[config.mk]
export PLATFORM = sky130hd
export DESIGN_NAME = pwmix_cell
export DESIGN_NICKNAME = d
export VERILOG_FILES = /design/src/design/pwmix_pkg.sv /design/src/design/pwmix_cell.sv
export SDC_FILE = /design/constraint.sdc
export NUM_CORES = 1
export LEC_CHECK = 0
export BUFFER_PORTS_ARGS = -buffer_cell sky130_fd_sc_hd__buf_2
export CAP_MARGIN = 25
export CORE_MARGIN = 5
export CORE_UTILIZATION = 46
export CTS_BUF_LIST = sky130_fd_sc_hd__clkbuf_4 sky130_fd_sc_hd__clkbuf_8
export DETAILED_ROUTE_END_ITERATION = 6
export PLACE_DENSITY = 0.83
export SETUP_SLACK_MARGIN = 0.3
export SKIP_CTS_REPAIR_TIMING = 1
export SLEW_MARGIN = 5
export SYNTH_ARGS = -nofsm -noshare
export SYNTH_HDL_FRONTEND = slang
export SYNTH_SLANG_ARGS = --single-unit
[constraint.sdc]
create_clock -name i_clk -period 1.2 [get_ports i_clk]
set_input_delay 0.12 -clock i_clk [delete_from_list [all_inputs] [get_ports i_clk]]
set_output_delay 0.12 -clock i_clk [all_outputs]
set_load 0.05 [all_outputs]
[src/design/pwmix_pkg.sv]
// Shared constants, types and the sine quarter-wave table for the waveform mixer.
// No dependencies; every other design file imports this package.
package pwmix_pkg;

    localparam int VOICES       = 16;
    localparam int SINE_BITS    = 10;
    localparam int SINE_ENTRIES = 1 << SINE_BITS;

    localparam int IDX_W      = 4;
    localparam int STEP_W     = 32;
    localparam int AMP_W      = 11;
    localparam int WAVE_W     = 2;
    localparam int SAMPLE_W   = 16;
    localparam int VAL_W      = AMP_W + 1;
    localparam int CNT_W      = (VOICES > 4) ? $clog2(VOICES) : 2;
    localparam int ACC_W      = VAL_W + $clog2(VOICES);
    localparam int SUM_W      = (ACC_W > SAMPLE_W + 1) ? ACC_W : SAMPLE_W + 1;
    localparam int CFG_IDX_W  = 2;
    localparam int CFG_DATA_W = 11;
    localparam int S_TDATA_W  = 40;
    localparam int M_TDATA_W  = 16;

    localparam logic signed [SUM_W-1:0] SAT_HI = SUM_W'(32767);
    localparam logic signed [SUM_W-1:0] SAT_LO = -SUM_W'(32768);

    localparam logic [AMP_W-1:0]  AMP_RESET = 11'd1750;
    localparam logic [STEP_W-1:0] HALF_TURN = 32'h8000_0000;
    localparam logic [STEP_W-1:0] QTR_TURN  = 32'h4000_0000;

    // operation codes carried in tuser
    localparam logic OP_TICK = 1'b0;
    localparam logic OP_SET  = 1'b1;

    // waveform codes
    localparam logic [WAVE_W-1:0] WAVE_SINE   = 2'd0;
    localparam logic [WAVE_W-1:0] WAVE_SQUARE = 2'd1;
    localparam logic [WAVE_W-1:0] WAVE_TRI    = 2'd2;
    localparam logic [WAVE_W-1:0] WAVE_SAW    = 2'd3;

    // configuration register indexes
    localparam logic [CFG_IDX_W-1:0] REG_WAVE = 2'd0;
    localparam logic [CFG_IDX_W-1:0] REG_AMP  = 2'd1;

    typedef struct packed {
        logic [STEP_W-1:0] step;
        logic [STEP_W-1:0] phase;
    } t_voice;

    typedef struct packed {
        logic shift;
        logic load;
    } t_cell_ctl;

    typedef logic [15:0] t_sine_rom [SINE_ENTRIES];

    // Quarter sine in Q0.16 from a Taylor series in Q2.30, rounded half up.
    function automatic t_sine_rom build_sine();
        t_sine_rom   rom;
        logic [63:0] x;
        logic [63:0] term;
        longint      sum;
        int          k;
        for (int i = 0; i < SINE_ENTRIES; i++) begin
            x    = (64'(i) * 64'd1686629713) >> SINE_BITS;
            term = x;
            sum  = longint'(x);
            for (k = 1; k <= 7; k++) begin
                term = (term * x) >> 30;
                term = (term * x) >> 30;
                term = term / 64'((2 * k) * (2 * k + 1));
                if (k % 2 == 1) sum = sum - longint'(term);
                else            sum = sum + longint'(term);
            end
            if (sum < 0) sum = 0;
            if (sum > (64'sd1 <<< 30) - 1) sum = (64'sd1 <<< 30) - 1;
            sum = (sum + 8192) >>> 14;
            if (sum > 65535) sum = 65535;
            rom[i] = sum[15:0];
        end
        return rom;
    endfunction

    localparam t_sine_rom SINE_ROM = build_sine();

endpackage

[src/design/pwmix_cell.sv]
// One oscillator cell: holds a voice's phase increment and current phase.
// Depends on pwmix_pkg; chained by the top level into a rotating ring.
module pwmix_cell
    import pwmix_pkg::*;
(
    input  logic      i_clk,
    input  logic      i_rst_n,
    input  t_cell_ctl i_ctl,
    input  t_voice    i_nbr,
    input  t_voice    i_load,
    output t_voice    o_voice
);

    t_voice r_voice;
    t_voice n_voice;

    always_comb begin
        n_voice = r_voice;
        if (i_ctl.load) begin
            n_voice = i_load;
        end else if (i_ctl.shift) begin
            n_voice = i_nbr;
        end
    end

    always_ff @(posedge i_clk) begin
        if (!i_rst_n) begin
            r_voice <= '0;
        end else begin
            r_voice <= n_voice;
        end
    end

    assign o_voice = r_voice;

endmodule

==> results.sh, run 1 <==
export IMPL_outcome="finished, final reports clean"
export IMPL_antenna_found_initial=0
export IMPL_yosysWarnings=0
export IMPL_drt_pass1_iter_count=4
export IMPL_final_common_cell="buf_2"
export IMPL_post_route_min_period_ns=0.959
export IMPL_p_per_area_mw_per_mm2=1200
export IMPL_power_leakage_uw=0.00307
export IMPL_fin_setup_tns_ns=0
export IMPL_clk_pin_slew_ns=0.07
export IMPL_holdPathEnd="o_voice[58]"
export IMPL_ir_worst_vdd_v=0.000773
export IMPL_layout_nets=601
export IMPL_die_x_um=97.2
export IMPL_met1_usage=0.212
export IMPL_ant_nets=0
export IMPL_max_freq_mhz=1040
export IMPL_cts_num_sinks=64
export IMPL_worstReg2RegStart="o_voice[13]"
export IMPL_die_y_um=97.2
export IMPL_portBuffers=195
export IMPL_fillCellCount=487
export IMPL_grtUsageMet2=0.316
export IMPL_crit_start="o_voice[24]"
export IMPL_hold_ws_ns=0.0989
export IMPL_finClkSkew_ns=0
export IMPL_grt_pass1_wl_mm=14.6
export IMPL_drc_errors=0
export IMPL_setup_viol=0
export IMPL_worstHoldStart="i_load[58]"
export IMPL_critPathMaxStageDelay_ns=0.36
export IMPL_drtIter0Drc=53
export IMPL_reg2reg_to="o_voice[13]"
export IMPL_path_delay_family="flip-flops"
export IMPL_htreeDepth=3
export IMPL_final_cell_mix="buf_2, o211a_1, mux2_4, dfxtp_2, buf_8"
export IMPL_cts_tree="built"
export IMPL_hold_viol=0
export IMPL_ys_seq_area_frac=0.366
export IMPL_num_rows=31
export IMPL_area_delta_synth_final_pct=55.9
export IMPL_worstPathMaxFanout=2
export IMPL_synth_cell_types=12
export IMPL_final_period_utilization=0.800
export IMPL_first_global_vias=3017
export IMPL_drv_slew=0
export IMPL_ff2ff_setup_slack_ns=0.26
export IMPL_drive_gt1_frac=0.730
export IMPL_die_area_mm2=0.00945
export IMPL_io_pins=196
export IMPL_grt_busiest_layer="met2"
export IMPL_cp_end_kind="output pin"
export IMPL_hold_depth=3
export IMPL_tightest_slew_ns=0.291
export IMPL_dp_hpwl_mm=6.76
export IMPL_crit_type="flip-flop to output pin"
export IMPL_maxCapViolCount=0
export IMPL_path_cells="buf_8"
export IMPL_grt_max_degree=65
export IMPL_grt_setup_unrepaired="yes"
export IMPL_antenna_cells=0
export IMPL_wl_per_cell_um=18.4
export IMPL_reg2regPathDepth=2
export IMPL_critPathArrivalTime_ns=0.84
export IMPL_syn_avg_cell_area_um2=12.3
export IMPL_clk_path_buf_depth=2
export IMPL_vias_per_cell=5.11
export IMPL_path_buf_inv=1
export IMPL_core_mm2=0.00733
export IMPL_grt_use_met3=0.0704
export IMPL_synth_fp_nets=416
export IMPL_clkLatencyLatePin_ns=0.32
export IMPL_wirelength_mm=10.5
export IMPL_yosys_register_bits=64
export IMPL_largest_reg_flops=64
export IMPL_slew_headroom=0.806
export IMPL_num_vias=2930
export IMPL_start_util=0.477
export IMPL_synthesis_instances=284
export IMPL_grt_use_total=0.186
export IMPL_cp_required_ns=1.08
export IMPL_grt_overflow=0
export IMPL_start_kind="flip-flop"
export IMPL_gp_congestion=0.789
export IMPL_cts_root_buf="clkbuf_8"
export IMPL_syn_area_mm2=0.00350
export IMPL_hold_path_class="input port to flip-flop"
export IMPL_cts_buffers=9
export IMPL_cpMaxStageDelayCell="dfxtp_2"
worst max path at each step:
stage,slack [ns],depth (start not counted),to
2_1_floorplan,0.21,4,o_voice[0]
3_3_place_gp,0.08,4,o_voice[37]
3_5_place_dp,0.05,4,o_voice[31]
4_1_cts,0.12,1,o_voice[61]
5_1_grt,0.20,1,o_voice[43]
6_report,0.24,1,o_voice[24]
metrics by stage:
step / instance area [um^2] / total power, uW / setup slack [ns] / std cells / utilization
2_1_floorplan: 3630 / 3710 / 0.212 / 284 / -
3_3_place_gp: 4630 / 4120 / 0.0841 / 557 / 0.632
3_5_place_dp: 4630 / 4160 / 0.0492 / 557 / 0.632
4_1_cts: 4850 / 6190 / 0.120 / 573 / 0.662
5_1_grt: 5460 / 6790 / 0.201 / 573 / 0.744
6_report: 5460 / 6530 / 0.241 / 573 / 0.744
metal layers:
layer  share of wire  vias up  wire length, um
met3           0.086       15              904
met4           0.015        0              154
li1                -     1391                -
met2            0.52      137             5470
met1            0.38     1387             4000
met5               0        -                0
cells by family after synthesis:
family	Yosys count	synth area share
mux	64	0.270
compound gates	64	0.183
buf+inv	28	0.0543
flops	64	0.366
simple gates	64	0.126
report_power, final:
part           switching [uW]  internal [uW]  leakage, uW
clock network             820           1210     0.000116
registers                 153           2320     0.000551
logic                     994           1030      0.00240
cells in the mapped netlist:
cell type | instances | area share
clkbuf_2 | 1 | 0.0014
buf_6 | 1 | 0.0032
mux2_4 | 60 | 0.26
mux2_2 | 4 | 0.013
nand2b_1 | 31 | 0.055
dfxtp_1 | 64 | 0.37
buf_2 | 7 | 0.010
or2b_1 | 33 | 0.071
clkbuf_1 | 12 | 0.013
o211a_1 | 64 | 0.18
buf_1 | 1 | 0.0011
buf_8 | 6 | 0.026
area by class of cell:
class | count | area [um^2] | area share
multi-input cells | 192 | 2030 | 0.372
repair buffers | 202 | 1710 | 0.314
flip-flops and latches | 64 | 1370 | 0.251
clock buffers | 14 | 186 | 0.0342
well taps | 99 | 124 | 0.0227
clock inverters | 2 | 35.0 | 0.00642
Power figures use the tool's default switching activity.
==> run 2: changes to the inputs <==
--- a/config.mk
+++ b/config.mk
@@ -8,10 +8,10 @@
 export BUFFER_PORTS_ARGS = -buffer_cell sky130_fd_sc_hd__buf_2
 export CAP_MARGIN = 25
 export CORE_MARGIN = 5
-export CORE_UTILIZATION = 46
+export CORE_UTILIZATION = 42
 export CTS_BUF_LIST = sky130_fd_sc_hd__clkbuf_4 sky130_fd_sc_hd__clkbuf_8
 export DETAILED_ROUTE_END_ITERATION = 6
-export PLACE_DENSITY = 0.83
+export PLACE_DENSITY = 0.8
 export SETUP_SLACK_MARGIN = 0.3
 export SKIP_CTS_REPAIR_TIMING = 1
 export SLEW_MARGIN = 5
==> constraint.sdc (replaced) <==
create_clock -name i_clk -period 0.85 [get_ports i_clk]
set_input_delay 0.085 -clock i_clk [delete_from_list [all_inputs] [get_ports i_clk]]
set_output_delay 0.085 -clock i_clk [all_outputs]
set_load 0.05 [all_outputs]
==> results.sh, run 2 (synthesis gave the netlist of run 1 again) <==
export IMPL_area_delta_synth_final_pct=66.3
export IMPL_num_vias=3002
export IMPL_grt_overflow=0
export IMPL_cts_root_buf="clkbuf_8"
export IMPL_worstReg2RegStart="o_voice[50]"
export IMPL_cp_end_kind="output pin"
export IMPL_grt_max_degree=47
export IMPL_largest_reg_flops=64
export IMPL_setup_viol=128
export IMPL_worstPathMaxFanout=2
export IMPL_grt_use_total=0.174
export IMPL_htreeDepth=3
export IMPL_cts_tree="built"
export IMPL_final_cell_mix="buf_2, o211a_1, buf_8"
export IMPL_failed_checks="negative setup slack"
export IMPL_fin_util=0.712
export IMPL_start_util=0.428
export IMPL_ant_nets=0
export IMPL_clk_pin_slew_ns=0.07
export IMPL_drt_pass1_iter_count=4
export IMPL_io_pins=196
export IMPL_tightest_slew_ns=0.200
export IMPL_reg2regPathDepth=2
export IMPL_holdPathEnd="o_voice[44]"
export IMPL_grt_pass1_wl_mm=14.5
export IMPL_power_leakage_uw=0.00321
export IMPL_critPathArrivalTime_ns=0.92
export IMPL_clkLatencyLatePin_ns=0.33
export IMPL_post_place_ws_ns=-0.305
export IMPL_outcome="complete, but fails checks"
export IMPL_fin_setup_tns_ns=-7.89
export IMPL_final_period_utilization=1.18
export IMPL_final_common_cell="buf_2"
export IMPL_gp_congestion=0.794
export IMPL_dp_hpwl_mm=7.10
export IMPL_drtIter0Drc=54
export IMPL_die_area_mm2=0.0103
export IMPL_reg2reg_to="o_voice[50]"
export IMPL_worstHoldStart="i_load[44]"
export IMPL_grt_setup_unrepaired="yes"
export IMPL_start_kind="flip-flop"
export IMPL_wl_per_cell_um=17.1
export IMPL_slew_headroom=0.866
export IMPL_cts_buffers=9
export IMPL_p_per_area_mw_per_mm2=1590
export IMPL_hold_viol=0
export IMPL_clk_path_buf_depth=2
export IMPL_wirelength_mm=10.3
export IMPL_antenna_cells=0
export IMPL_layout_nets=621
export IMPL_hold_path_class="input port to flip-flop"
export IMPL_max_freq_mhz=997
export IMPL_drv_slew=0
export IMPL_num_rows=33
export IMPL_core_mm2=0.00818
export IMPL_die_y_um=101
export IMPL_antenna_found_initial=0
export IMPL_finClkSkew_ns=0
export IMPL_cts_num_sinks=64
export IMPL_die_x_um=101
export IMPL_vias_per_cell=5.01
export IMPL_crit_type="flip-flop to output pin"
export IMPL_first_global_vias=3210
export IMPL_ir_worst_vdd_v=0.00115
export IMPL_portBuffers=195
export IMPL_hold_depth=3
export IMPL_drive_gt1_frac=0.741
export IMPL_cp_required_ns=0.76
export IMPL_post_route_min_period_ns=1.00
export IMPL_maxCapViolCount=0
export IMPL_ff2ff_setup_slack_ns=-0.10
export IMPL_setup_slack_ns=-0.153
export IMPL_drc_errors=0
## run 2: changes by cell type in the layout (fill, tap and decap cells not counted)
cell	change
dfxtp_2	-59
buf_8	+10
buf_12	+1
buf_4	+17
buf_6	-8
dfxtp_4	+59
## run 2: report_power, final
group / switching [uW] / internal (uW) / leakage, uW
sequential: 219 / 3200 / 0.000570
clock: 1140 / 1710 / 0.000116
combinational: 1410 / 1560 / 0.00252
total: 2770 / 6460 / 0.00321
## run 2: worst max path at each step
stage | start | endpoint | slack, ns
after floorplan | o_voice[0] | o_voice[0] | -0.13
after global placement | i_ctl[1] | o_voice[63] | -0.31
after detailed placement | i_ctl[1] | o_voice[63] | -0.30
after CTS | o_voice[2] | o_voice[2] | -0.27
after global routing | o_voice[55] | o_voice[55] | -0.18
final | o_voice[2] | o_voice[2] | -0.15
## run 2: layer usage
metal | track usage | vias to the layer above | wire (um)
li1 | - | 1437 | -
met1 | 0.191 | 1401 | 3650
met2 | 0.315 | 139 | 5390
met3 | 0.0537 | 25 | 972
met4 | 0.0613 | 0 | 258
met5 | 0 | - | 0
## run 2: layout make-up
class / instances / area (um^2)
clock inverter: 2 / 35.0
timing repair buffer: 222 / 1920
clock buffer: 14 / 186
sequential: 64 / 1520
multi-input combinational: 192 / 2030
tap: 105 / 131
fill: 563 / 2360
## run 2: worst max-delay path, stage by stage, from the launching register on
cell and delay (ns):
dfxtp_4 0.35, buf_6 0.11, buf_8 0.14
## run 2: through the flow
step           area, um^2  hold slack, ns  instances  power [uW]
5_1_grt              5820          0.0629        599        9620
6_report             5820          0.0691        599        9230
3_5_place_dp         4950           0.400        583        5880
3_3_place_gp         4950           0.392        583        5820
4_1_cts              5170          0.0519        599        8740
2_1_floorplan        3750           0.310        284        5160
==> run 3: changes to the inputs <==
==> constraint.sdc (replaced) <==
create_clock -name i_clk -period 0.85 [get_ports i_clk]
set_input_delay 0.085 -clock i_clk [delete_from_list [all_inputs] [get_ports i_clk]]
set_output_delay 0.085 -clock i_clk [all_outputs]
set_load 0.01 [all_outputs]
==> results.sh, run 3 (synthesis gave the netlist of run 1 again) <==
export IMPL_drtIter0Drc=41
export IMPL_final_common_cell="buf_2"
export IMPL_cts_tree="built"
export IMPL_die_x_um=101
export IMPL_reg2regPathDepth=2
export IMPL_drc_errors=0
export IMPL_dp_cells=587
export IMPL_worstPathMaxFanout=2
export IMPL_crit_top_cell="buf_6"
export IMPL_grt_use_total=0.169
export IMPL_grt_pass1_wl_mm=14.0
export IMPL_path_delay_family="flip-flops"
export IMPL_tightest_slew_ns=0.201
export IMPL_cp_end_kind="output pin"
export IMPL_critPathMaxStageDelay_ns=0.33
export IMPL_start_kind="flip-flop"
export IMPL_io_pins=196
export IMPL_post_place_ws_ns=-0.294
export IMPL_hold_viol=0
export IMPL_die_y_um=101
export IMPL_start_util=0.428
export IMPL_gp_congestion=0.736
export IMPL_fin_util=0.672
export IMPL_largest_reg_flops=64
export IMPL_post_route_min_period_ns=0.961
export IMPL_wirelength_mm=9.65
export IMPL_hold_depth=3
export IMPL_hold_path_class="input port to flip-flop"
export IMPL_die_area_mm2=0.0103
export IMPL_num_rows=33
export IMPL_cts_buffers=9
export IMPL_antenna_found_initial=1
export IMPL_dp_hpwl_mm=6.92
export IMPL_cts_root_buf="clkbuf_8"
export IMPL_grt_overflow=0
export IMPL_max_freq_mhz=1040
export IMPL_cp_required_ns=0.76
export IMPL_power_leakage_uw=0.00314
export IMPL_area_delta_synth_final_pct=57.1
export IMPL_final_period_utilization=1.13
export IMPL_wl_per_cell_um=16.0
export IMPL_slew_headroom=0.866
export IMPL_grt_setup_unrepaired="yes"
export IMPL_outcome="complete, but fails checks"
export IMPL_drt_pass1_iter_count=4
export IMPL_layout_nets=625
export IMPL_htreeDepth=3
export IMPL_clkLatencyLatePin_ns=0.33
export IMPL_path_buf_inv=2
export IMPL_failed_checks="negative setup slack"
export IMPL_setup_slack_ns=-0.111
export IMPL_drv_slew=0
export IMPL_crit_type="flip-flop to output pin"
export IMPL_drive_gt1_frac=0.743
export IMPL_fillCellCount=626
export IMPL_fin_cells=604
export IMPL_ir_worst_vdd_v=0.000793
export IMPL_first_global_vias=3213
export IMPL_clk_pin_slew_ns=0.07
export IMPL_cts_num_sinks=64
export IMPL_path_cells="buf_6 > buf_6"
export IMPL_maxCapViolCount=0
export IMPL_setup_viol=101
export IMPL_cpMaxStageDelayCell="dfxtp_2"
export IMPL_final_cell_mix="buf_2, buf_6, o211a_1, dfxtp_2, mux2_4"
export IMPL_finClkSkew_ns=0
export IMPL_critPathArrivalTime_ns=0.88
export IMPL_clk_path_buf_depth=2
export IMPL_p_per_area_mw_per_mm2=1510
export IMPL_grt_max_degree=42
export IMPL_num_vias=2967
export IMPL_vias_per_cell=4.91
export IMPL_ant_nets=0
export IMPL_core_mm2=0.00818
export IMPL_worst_path_stages=2
export IMPL_p_total_uw=8280
export IMPL_fin_setup_tns_ns=-4.23
export IMPL_portBuffers=195
## run 3: cell types whose count changed in the layout (fill, tap and decap cells not counted), sizes merged
cell,delta
buf,+4
clkbuf,-1
clkinv,+1
diode,+1
## run 3: worst paths after layout
| path | from | endpoint | slack, ns |
|---|---|---|---|
| worst max-delay path | o_voice[18] | o_voice[18] | -0.11 |
| worst min-delay path | i_load[25] | o_voice[25] | 0.07 |
| worst max register to register | o_voice[31] | o_voice[31] | -0.06 |
| worst min register to register | o_voice[36] | o_voice[36] | 0.61 |
## run 3: metrics by stage
stage	hold WS [ns]	instance area [um^2]
global placement	0.392	4760
detailed placement	0.399	4760
CTS	0.0526	4970
finish	0.0687	5500
floorplan	0.311	3540
global route	0.0522	5500
## run 3: layer usage
| metal | vias to the layer above | track usage | part of all wire |
|---|---|---|---|
| met2 | 121 | 0.318 | 0.53 |
| met3 | 15 | 0.0579 | 0.088 |
| li1 | 1442 | - | - |
| met4 | 0 | 0.0665 | 0.020 |
| met1 | 1389 | 0.169 | 0.36 |
| met5 | - | 0 | 0 |
## run 3: area by class of cell
type                            count  area (um^2)  area share
Antenna cell                        1         2.50    0.000455
Clock buffer                       13          166      0.0303
Clock inverter                      3         40.0     0.00728
Multi-Input combinational cell    192         2030       0.369
Sequential cell                    64         1360       0.248
Tap cell                          105          131      0.0239
Timing Repair Buffer              226         1770       0.321
## run 3: worst register-to-register path: cells and delay by family, from the launching register on
kind / cells / cell delay [ns]
flip-flops: 1 / 0.33
multiplexers: 1 / 0.26
AO/OA/AOI/OAI: 1 / 0.22
## run 3: where the power goes
group | internal, uW | leakage [uW] | total, uW | switching (uW)
sequential | 3280 | 0.000550 | 3450 | 169
combinational | 1420 | 0.00248 | 2130 | 715
clock | 1570 | 0.000110 | 2700 | 1130
total | 6270 | 0.00314 | 8280 | 2010
